--- src/rptkey_pkg.sv ---
package rptkey_pkg;

  localparam int PATTERN_DEPTH = 1024;
  localparam int PTR_W = $clog2(PATTERN_DEPTH);

  localparam int POS_W = 11;
  localparam int LEAD_W = 4;
  localparam int IDS_W = 3;
  localparam int CFG_IDX_W = 2;
  localparam int CFG_DATA_W = 11;

  localparam logic [LEAD_W-1:0] LEAD_TICKS_RESET = LEAD_W'(10);
  localparam logic [IDS_W-1:0] MAX_IDS_RESET = IDS_W'(3);

  typedef enum logic [1:0] {
    MODE_RX_LEVEL = 2'd0,
    MODE_BIT_TICK = 2'd1,
    MODE_ID_TICK  = 2'd2,
    MODE_WRITE    = 2'd3
  } mode_e;

  typedef enum logic [CFG_IDX_W-1:0] {
    CFG_ID_LENGTH  = 2'd0,
    CFG_ACK_LENGTH = 2'd1,
    CFG_LEAD_TICKS = 2'd2,
    CFG_MAX_IDS    = 2'd3
  } cfg_idx_e;

  typedef struct packed {
    logic [1:0] mode;
    logic       receiver_idle;
    logic       pattern_select;
    logic [9:0] pattern_index;
    logic       pattern_bit;
  } in_item_t;

  typedef struct packed {
    logic ptt;
    logic tone_on;
    logic rx_led;
    logic id_active;
    logic ack_active;
  } out_item_t;

  typedef struct packed {
    logic [POS_W-1:0]  id_length;
    logic [POS_W-1:0]  ack_length;
    logic [LEAD_W-1:0] lead_ticks;
    logic [IDS_W-1:0]  max_ids;
  } cfg_t;

endpackage

--- src/rptkey_pattern_ram.sv ---
module rptkey_pattern_ram (
  input  logic                       clk_i,
  input  logic                       wr_en_i,
  input  logic [rptkey_pkg::PTR_W-1:0] wr_addr_i,
  input  logic                       wr_data_i,
  input  logic [rptkey_pkg::PTR_W-1:0] rd_addr_i,
  output logic                       rd_data_o
);
  import rptkey_pkg::*;

  logic mem [PATTERN_DEPTH];
  logic rd_data_q;

  always_ff @(posedge clk_i) begin
    if (wr_en_i) begin
      mem[wr_addr_i] <= wr_data_i;
    end
  end

  // write-first so a bit written now is seen by the next read
  always_ff @(posedge clk_i) begin
    if (wr_en_i && (wr_addr_i == rd_addr_i)) begin
      rd_data_q <= wr_data_i;
    end else begin
      rd_data_q <= mem[rd_addr_i];
    end
  end

  assign rd_data_o = rd_data_q;

endmodule

--- src/rptkey_core.sv ---
module rptkey_core (
  input  logic                  clk_i,
  input  logic                  rst_ni,
  input  rptkey_pkg::cfg_t      cfg_i,
  input  logic                  in_acc_i,
  input  rptkey_pkg::in_item_t  in_item_i,
  output rptkey_pkg::out_item_t res_o
);
  import rptkey_pkg::*;

  logic [POS_W-1:0]  id_pos_q, id_pos_d, ack_pos_q, ack_pos_d;
  logic [LEAD_W-1:0] id_lead_q, id_lead_d, ack_lead_q, ack_lead_d;
  logic [IDS_W-1:0]  ids_q, ids_d;
  logic send_id_q, send_id_d, send_ack_q, send_ack_d;
  logic id_done_q, id_done_d, ack_done_q, ack_done_d;
  logic tx_q, tx_d, ticking_q, ticking_d;
  logic tone_q, tone_d, led_q, led_d;

  logic id_rd_bit, ack_rd_bit;
  logic id_bit, ack_bit;
  logic wr_id, wr_ack;
  logic idx_in_range;

  // pattern bits are prefetched at the position the next item will see
  rptkey_pattern_ram u_id_ram (
    .clk_i     (clk_i),
    .wr_en_i   (wr_id),
    .wr_addr_i (PTR_W'(in_item_i.pattern_index)),
    .wr_data_i (in_item_i.pattern_bit),
    .rd_addr_i (PTR_W'(id_pos_d)),
    .rd_data_o (id_rd_bit)
  );

  rptkey_pattern_ram u_ack_ram (
    .clk_i     (clk_i),
    .wr_en_i   (wr_ack),
    .wr_addr_i (PTR_W'(in_item_i.pattern_index)),
    .wr_data_i (in_item_i.pattern_bit),
    .rd_addr_i (PTR_W'(ack_pos_d)),
    .rd_data_o (ack_rd_bit)
  );

  assign idx_in_range = 32'(in_item_i.pattern_index) < PATTERN_DEPTH;
  assign wr_id  = in_acc_i && (mode_e'(in_item_i.mode) == MODE_WRITE) &&
                  !in_item_i.pattern_select && idx_in_range;
  assign wr_ack = in_acc_i && (mode_e'(in_item_i.mode) == MODE_WRITE) &&
                  in_item_i.pattern_select && idx_in_range;

  assign id_bit  = (32'(id_pos_q) < PATTERN_DEPTH) ? id_rd_bit : 1'b0;
  assign ack_bit = (32'(ack_pos_q) < PATTERN_DEPTH) ? ack_rd_bit : 1'b0;

  always_comb begin
    logic             run_id;
    logic             run_ack;
    logic [POS_W-1:0] pos;
    logic [POS_W-1:0] pos_nx;
    logic [POS_W-1:0] len;
    logic [LEAD_W-1:0] lead;
    logic             pbit;
    logic             finished;

    id_pos_d   = id_pos_q;
    ack_pos_d  = ack_pos_q;
    id_lead_d  = id_lead_q;
    ack_lead_d = ack_lead_q;
    ids_d      = ids_q;
    send_id_d  = send_id_q;
    send_ack_d = send_ack_q;
    id_done_d  = id_done_q;
    ack_done_d = ack_done_q;
    tx_d       = tx_q;
    ticking_d  = ticking_q;
    tone_d     = tone_q;
    led_d      = led_q;

    run_id   = ticking_q && send_id_q;
    run_ack  = ticking_q && !send_id_q && send_ack_q;
    pos      = run_id ? id_pos_q : ack_pos_q;
    lead     = run_id ? id_lead_q : ack_lead_q;
    len      = run_id ? cfg_i.id_length : cfg_i.ack_length;
    pbit     = run_id ? id_bit : ack_bit;
    pos_nx   = pos + POS_W'(1);
    finished = 1'b0;

    if (in_acc_i) begin
      unique case (mode_e'(in_item_i.mode))
        MODE_RX_LEVEL: begin
          led_d = in_item_i.receiver_idle;
          if (in_item_i.receiver_idle) begin
            if (!send_id_q && !ack_done_q && !id_done_q) begin
              send_ack_d = 1'b1;
              ticking_d  = 1'b1;
            end else if (id_done_q) begin
              id_done_d = 1'b0;
            end
            tx_d = 1'b0;
          end else begin
            tx_d       = 1'b1;
            ack_done_d = 1'b0;
            ids_d      = '0;
          end
        end
        MODE_BIT_TICK: begin
          if (run_id || run_ack) begin
            if (!tx_q) begin
              tx_d       = 1'b1;
              ack_done_d = 1'b0;
              lead       = '0;
            end else if (lead < cfg_i.lead_ticks) begin
              lead = lead + LEAD_W'(1);
            end else begin
              tone_d = pbit;
              if (pos_nx >= len) begin
                ticking_d = 1'b0;
                tx_d      = 1'b0;
                pos       = '0;
                finished  = 1'b1;
              end else begin
                pos = pos_nx;
              end
            end
            if (run_id) begin
              id_pos_d  = pos;
              id_lead_d = lead;
              if (finished) begin
                send_id_d = 1'b0;
                id_done_d = 1'b1;
              end
            end else begin
              ack_pos_d  = pos;
              ack_lead_d = lead;
              if (finished) begin
                send_ack_d = 1'b0;
                ack_done_d = 1'b1;
              end
            end
          end
        end
        MODE_ID_TICK: begin
          if (ids_q < cfg_i.max_ids) begin
            send_id_d = 1'b1;
            ticking_d = 1'b1;
            ids_d     = ids_q + IDS_W'(1);
          end
        end
        MODE_WRITE: begin
        end
        default: begin
        end
      endcase
    end
  end

  always_ff @(posedge clk_i or negedge rst_ni) begin
    if (!rst_ni) begin
      id_pos_q   <= '0;
      ack_pos_q  <= '0;
      id_lead_q  <= '0;
      ack_lead_q <= '0;
      ids_q      <= '0;
      send_id_q  <= 1'b0;
      send_ack_q <= 1'b0;
      id_done_q  <= 1'b0;
      ack_done_q <= 1'b0;
      tx_q       <= 1'b0;
      ticking_q  <= 1'b0;
      tone_q     <= 1'b0;
      led_q      <= 1'b1;
    end else begin
      id_pos_q   <= id_pos_d;
      ack_pos_q  <= ack_pos_d;
      id_lead_q  <= id_lead_d;
      ack_lead_q <= ack_lead_d;
      ids_q      <= ids_d;
      send_id_q  <= send_id_d;
      send_ack_q <= send_ack_d;
      id_done_q  <= id_done_d;
      ack_done_q <= ack_done_d;
      tx_q       <= tx_d;
      ticking_q  <= ticking_d;
      tone_q     <= tone_d;
      led_q      <= led_d;
    end
  end

  assign res_o.ptt        = tx_d;
  assign res_o.tone_on    = tone_d;
  assign res_o.rx_led     = led_d;
  assign res_o.id_active  = send_id_d;
  assign res_o.ack_active = send_ack_d;

endmodule

--- src/rptkey_out_buf.sv ---
module rptkey_out_buf (
  input  logic                   clk_i,
  input  logic                   rst_ni,
  input  logic                   push_i,
  input  rptkey_pkg::out_item_t  item_i,
  output logic                   full_o,
  output logic                   out_valid_o,
  input  logic                   out_stall_i,
  output rptkey_pkg::out_item_t  out_item_o
);
  import rptkey_pkg::*;

  logic      out_valid_q, out_valid_d;
  logic      skid_valid_q, skid_valid_d;
  out_item_t out_q, out_d, skid_q, skid_d;

  always_comb begin
    out_valid_d  = out_valid_q;
    out_d        = out_q;
    skid_valid_d = skid_valid_q;
    skid_d       = skid_q;
    if (!out_valid_q || !out_stall_i) begin
      out_valid_d  = skid_valid_q || push_i;
      out_d        = skid_valid_q ? skid_q : item_i;
      skid_valid_d = 1'b0;
    end else if (push_i) begin
      skid_valid_d = 1'b1;
      skid_d       = item_i;
    end
  end

  always_ff @(posedge clk_i or negedge rst_ni) begin
    if (!rst_ni) begin
      out_valid_q  <= 1'b0;
      skid_valid_q <= 1'b0;
    end else begin
      out_valid_q  <= out_valid_d;
      skid_valid_q <= skid_valid_d;
    end
  end

  always_ff @(posedge clk_i) begin
    out_q  <= out_d;
    skid_q <= skid_d;
  end

  assign full_o      = skid_valid_q;
  assign out_valid_o = out_valid_q;
  assign out_item_o  = out_q;

endmodule

--- src/repeater_id_and_courtesy_keyer.sv ---
// result: registered in the output buffer when its item is accepted
// throughput: one item per cycle while in_stall_o is low; the state
//   update and prefetched pattern bit read finish in the accepting cycle
// reset: control state, positions and counters clear, led level set,
//   registers return to their defaults; pattern stores are not cleared
module repeater_id_and_courtesy_keyer (
  input  logic                                  clk_i,
  input  logic                                  rst_ni,
  input  logic                                  cfg_we_i,
  input  logic [rptkey_pkg::CFG_IDX_W-1:0]      cfg_index_i,
  input  logic [rptkey_pkg::CFG_DATA_W-1:0]     cfg_wdata_i,
  input  logic                                  in_valid_i,
  output logic                                  in_stall_o,
  input  rptkey_pkg::in_item_t                  in_item_i,
  output logic                                  out_valid_o,
  input  logic                                  out_stall_i,
  output rptkey_pkg::out_item_t                 out_item_o
);
  import rptkey_pkg::*;

  cfg_t      cfg_q;
  logic      in_acc;
  logic      buf_full;
  out_item_t res;

  always_ff @(posedge clk_i or negedge rst_ni) begin
    if (!rst_ni) begin
      cfg_q.id_length  <= '0;
      cfg_q.ack_length <= '0;
      cfg_q.lead_ticks <= LEAD_TICKS_RESET;
      cfg_q.max_ids    <= MAX_IDS_RESET;
    end else if (cfg_we_i) begin
      unique case (cfg_idx_e'(cfg_index_i))
        CFG_ID_LENGTH:  cfg_q.id_length  <= POS_W'(cfg_wdata_i);
        CFG_ACK_LENGTH: cfg_q.ack_length <= POS_W'(cfg_wdata_i);
        CFG_LEAD_TICKS: cfg_q.lead_ticks <= cfg_wdata_i[LEAD_W-1:0];
        CFG_MAX_IDS:    cfg_q.max_ids    <= cfg_wdata_i[IDS_W-1:0];
        default: begin
        end
      endcase
    end
  end

  assign in_stall_o = buf_full;
  assign in_acc     = in_valid_i && !buf_full;

  rptkey_core u_core (
    .clk_i     (clk_i),
    .rst_ni    (rst_ni),
    .cfg_i     (cfg_q),
    .in_acc_i  (in_acc),
    .in_item_i (in_item_i),
    .res_o     (res)
  );

  rptkey_out_buf u_out_buf (
    .clk_i       (clk_i),
    .rst_ni      (rst_ni),
    .push_i      (in_acc),
    .item_i      (res),
    .full_o      (buf_full),
    .out_valid_o (out_valid_o),
    .out_stall_i (out_stall_i),
    .out_item_o  (out_item_o)
  );

endmodule

--- config.mk ---
export PLATFORM = sky130hd
export DESIGN_NAME = repeater_id_and_courtesy_keyer
export DESIGN_NICKNAME = d
export VERILOG_FILES = /design/src/rptkey_pkg.sv /design/src/rptkey_pattern_ram.sv /design/src/rptkey_core.sv /design/src/rptkey_out_buf.sv /design/src/repeater_id_and_courtesy_keyer.sv
export SDC_FILE = /design/constraint.sdc
export NUM_CORES = 2
export LEC_CHECK = 0
export CORE_MARGIN = 4
export CORE_UTILIZATION = 40
export DETAILED_ROUTE_END_ITERATION = 16
export DONT_BUFFER_PORTS = 1
export SKIP_CTS_REPAIR_TIMING = 1
export SLEW_MARGIN = 25
export SYNTH_ARGS = -nofsm -noshare
export SYNTH_HDL_FRONTEND = slang
export SYNTH_SLANG_ARGS = --single-unit
--- constraint.sdc ---
create_clock -name clk_i -period 13 [get_ports clk_i]
set_input_delay 1.95 -clock clk_i [delete_from_list [all_inputs] [get_ports clk_i]]
set_output_delay 1.95 -clock clk_i [all_outputs]
set_load 0.05 [all_outputs]
==> impl_results.md <==
* Synth top cells by count: 2,113 x nor2_1, 2,058 x edfxtp_1, 481 x mux4_2
* DRC Markers at 0
* Mux cell area share after synthesis at between 10 and 15%
* Ranking of synthesized cells by area: edfxtp_1 66%, mux4_2 12%, nor2_1 8.5%
* PortBufs at 0
* Slew @ Worst Pin at 1.14 ns
* Final cell count without fillers at 9,415
* Placed Cells at 9,011
* Bufs on Longest Clock Path at 3
* Row cnt at between 150 and 200
* IO Pins at 40
* Final min period at approximately 6 ns
* Crit-path max FO at 47
* Antenna-violating nets left at 0
* Clock skew at 0.0463 ns
* Max Clk Rate at 169 MHz
* Die W at 491 um
* Clock Pin Slew Worst Setup and Hold Paths at 0.06 ns
* Number of detailed-route iterations in the first pass at 6
* Endpoint type of the worst setup path: flip-flop
* Via count at 55,200
* Worst rel slew slack at between 20% and 30%
* Unrepaired setup endpoints after global routing: false
* Initial Util at between 40% and 50%
* Setup violations, final at 0
* Ys flop type: edfxtp_1
* Post-synthesis simple-gate area fraction at 11.0%
* Worst skew pair latency at 0.85 ns
* CTS Buf Count at 216
* Complex-gate fraction of the synthesized area at under 10%
* Max Cap Viol at 0
* Flop-to-flop setup slack at 7.09 ns
* Final nets at about 6,300
* Share of cells above drive strength 1 at 16.7%
* CP required at roughly 14 ns
* Outcome: complete, no violations
* Largest net degree at the start of global routing at 232
* Yosys cell types at 81
* Hold crit path type: reg -> reg
* Most frequent cell after synthesis: nor2_1
* Fin. max-slew vios at 0
* Pwr Density at 172 nW/um^2
* Final GP Congestion at 0.787
* Post-Syn Area per Cell at 14.4 um^2
* Static leakage at 30.1 nW
* Register area share after synthesis at a little under 70%
* WL final at 259 mm
* Largest family of logic cells by synthesized area: multiplexers
* Synth Area in Adders at 0.309%
* Final Hold Vio Count at 0
* Vias in the first global route at 54,400
* Antenna violations before repair at 4
* Iteration-0 DRC Markers at 7,283
* Root buffer cell: clkbuf_16
* Crit share post-route at 45.5%
* Xor/xnor share of the synthesized area at 0.103%
* Maximum vdd drop at about 0.15 mV
* Clk sinks at 2,150
* H-tree depth at 4
* Net count after synthesis at roughly 6,500
* Post-synth EDFFs at 2,058
* Synth Cell Area at 93,200 um^2
* Setup TNS at 0 ns
* Critical path class: reg -> reg
* Fill cells at 20,500
* Post-synthesis async set-or-reset flop share at approximately 3.3%
* Wirelength per Cell at ~28 um
* Mapped Cells at around 6,500
* Dpl hpwl at 137 mm
* First-pass GRT wire length at 378 mm
* Synth area leader: edfxtp_1
* Avg Vias per Cell at between 5 and 6
* GRT Overall Usage at 21.1%
* Critical path launch point type: flip-flop
* Placeable Area at 231,000 um^2
* DIE AREA at 241,000 um^2
* Area share of the largest cell type after synthesis at 66.3%
* CTS tree: built
* Yosys warnings at 0
* Global route overflow at 0
* Die height at around 490 um
* Yosys reg bits at 2,150
* WP data arrival at 6.48 ns
* Synthesis-to-finish area growth at 9.92%
-- cells in the final DEF (no fill, tap or decap), drive strengths merged, types with 9 or more instances in the layout --
| master | count |
|---|---|
| a211oi | 16 |
| a21oi | 62 |
| a221oi | 11 |
| a22o | 14 |
| a22oi | 55 |
| a31oi | 21 |
| a32oi | 9 |
| and2 | 10 |
| buf | 124 |
| clkbuf | 276 |
| clkinv | 113 |
| dfrtp | 67 |
| dfxtp | 20 |
| edfxtp | 2058 |
| ha | 23 |
| inv | 29 |
| mux2 | 40 |
| mux2i | 179 |
| mux4 | 490 |
| nand2 | 254 |
| nand2b | 21 |
| nand3 | 52 |
| nand3b | 9 |
| nand4 | 15 |
| nor2 | 2115 |
| nor2b | 30 |
| nor3 | 22 |
| nor3b | 10 |
| nor4 | 11 |
| o21ai | 68 |
| o22ai | 43 |
-- metrics by stage --
stage                     hold WS, ns  setup WS, ns  total power, W  util [%]  cell area [um^2]
after floorplan                 0.449          8.36          0.0107         -             93200
after global placement          0.462          7.02          0.0119      41.3             95500
after detailed placement        0.471          7.16          0.0120      41.5             95800
after CTS                       0.485          7.13          0.0178      44.3            102000
after global routing            0.505          6.85          0.0183      44.4            102000
final                           0.481          7.09          0.0177      44.4            102000
-- state kept, by name, indices dropped and copies added, names as in the netlist, 3 cells and up, named ones only --
name                  count
u_out_buf.skid_q          5
u_out_buf.out_item_o      5
u_core.ids_q              3
u_core.ack_lead_q         4
u_core.ack_pos_q         11
u_core.id_pos_q          11
cfg_q                    29
u_core.u_ack_ram.mem   1024
u_core.u_id_ram.mem    1024
u_core.id_lead_q          4
-- logic make-up after synthesis --
kind of cell	count (synthesis)
adder cells (fa/ha/maj)	23
multiplexers	709
flip-flops	2150
buffers and inverters	615
XOR/XNOR	11
AND/OR/NAND/NOR	2581
AO/OA/AOI/OAI	364
-- critical path: stages, from the launching register on --
cell      delay [ns]
dfxtp_4         0.88
buf_4           0.77
buf_4           0.64
mux4_2          0.58
mux2i_1         0.14
o22ai_1         0.11
o221ai_1        0.18
o21ai_1         0.20
nor4_1          0.77
buf_4           0.27
o41ai_1         0.11
buf_4           0.18
nor4_2          0.50
o31ai_1         0.17
-- path summary, 6_finish.rpt --
| kind | depth (start not counted) | startpoint | end |
|---|---|---|---|
| max in group asynchronous | 0 | rst_ni | cfg_q[6]$_DFFE_PN1P_ |
| worst max-delay path | 13 | flip-flop | u_out_buf.out_item_o[3]$_DFFE_PN_ |
| worst min-delay path | 2 | u_core.ack_lead_q[2]$_DFFE_PN0P_ | u_core.ack_lead_q[2]$_DFFE_PN0P_ |
| min in group asynchronous | 0 | rst_ni | u_out_buf.full_o$_DFFE_PN0P_ |
| worst min register to register | 2 | u_core.ack_lead_q[2]$_DFFE_PN0P_ | u_core.ack_lead_q[2]$_DFFE_PN0P_ |
| worst max register to register | 13 | flip-flop | u_out_buf.out_item_o[3]$_DFFE_PN_ |
-- report_power, final --
group | switching (W) | leakage (nW) | internal (W)
registers | 0.000256 | 19.5 | 0.00769
logic | 0.00226 | 7.30 | 0.00162
clock network | 0.00266 | 3.20 | 0.00318
total | 0.00518 | 30.1 | 0.0125
-- area by class of cell --
cell class              instances  area [um^2]  share of cell area [%]
inverters                      24         90.1                  0.0879
flip-flops and latches       2150        64000                    62.5
multi-input cells            3688        26800                    26.1
repair buffers                124         1250                    1.22
clock inverters               125          807                   0.787
well taps                    3026         3790                    3.69
diodes                          2         5.00                 0.00488
clock buffers                 276         5720                    5.59
-- routing by layer --
layer	GRT usage (%)	vias up	wire length, um
met5	0	-	13
met4	5.09	2	5990
met3	3.84	403	22200
met2	34.4	2403	125000
met1	29.5	29200	106000
li1	-	23200	-
No activity file was read; power rests on OpenSTA's default activity.
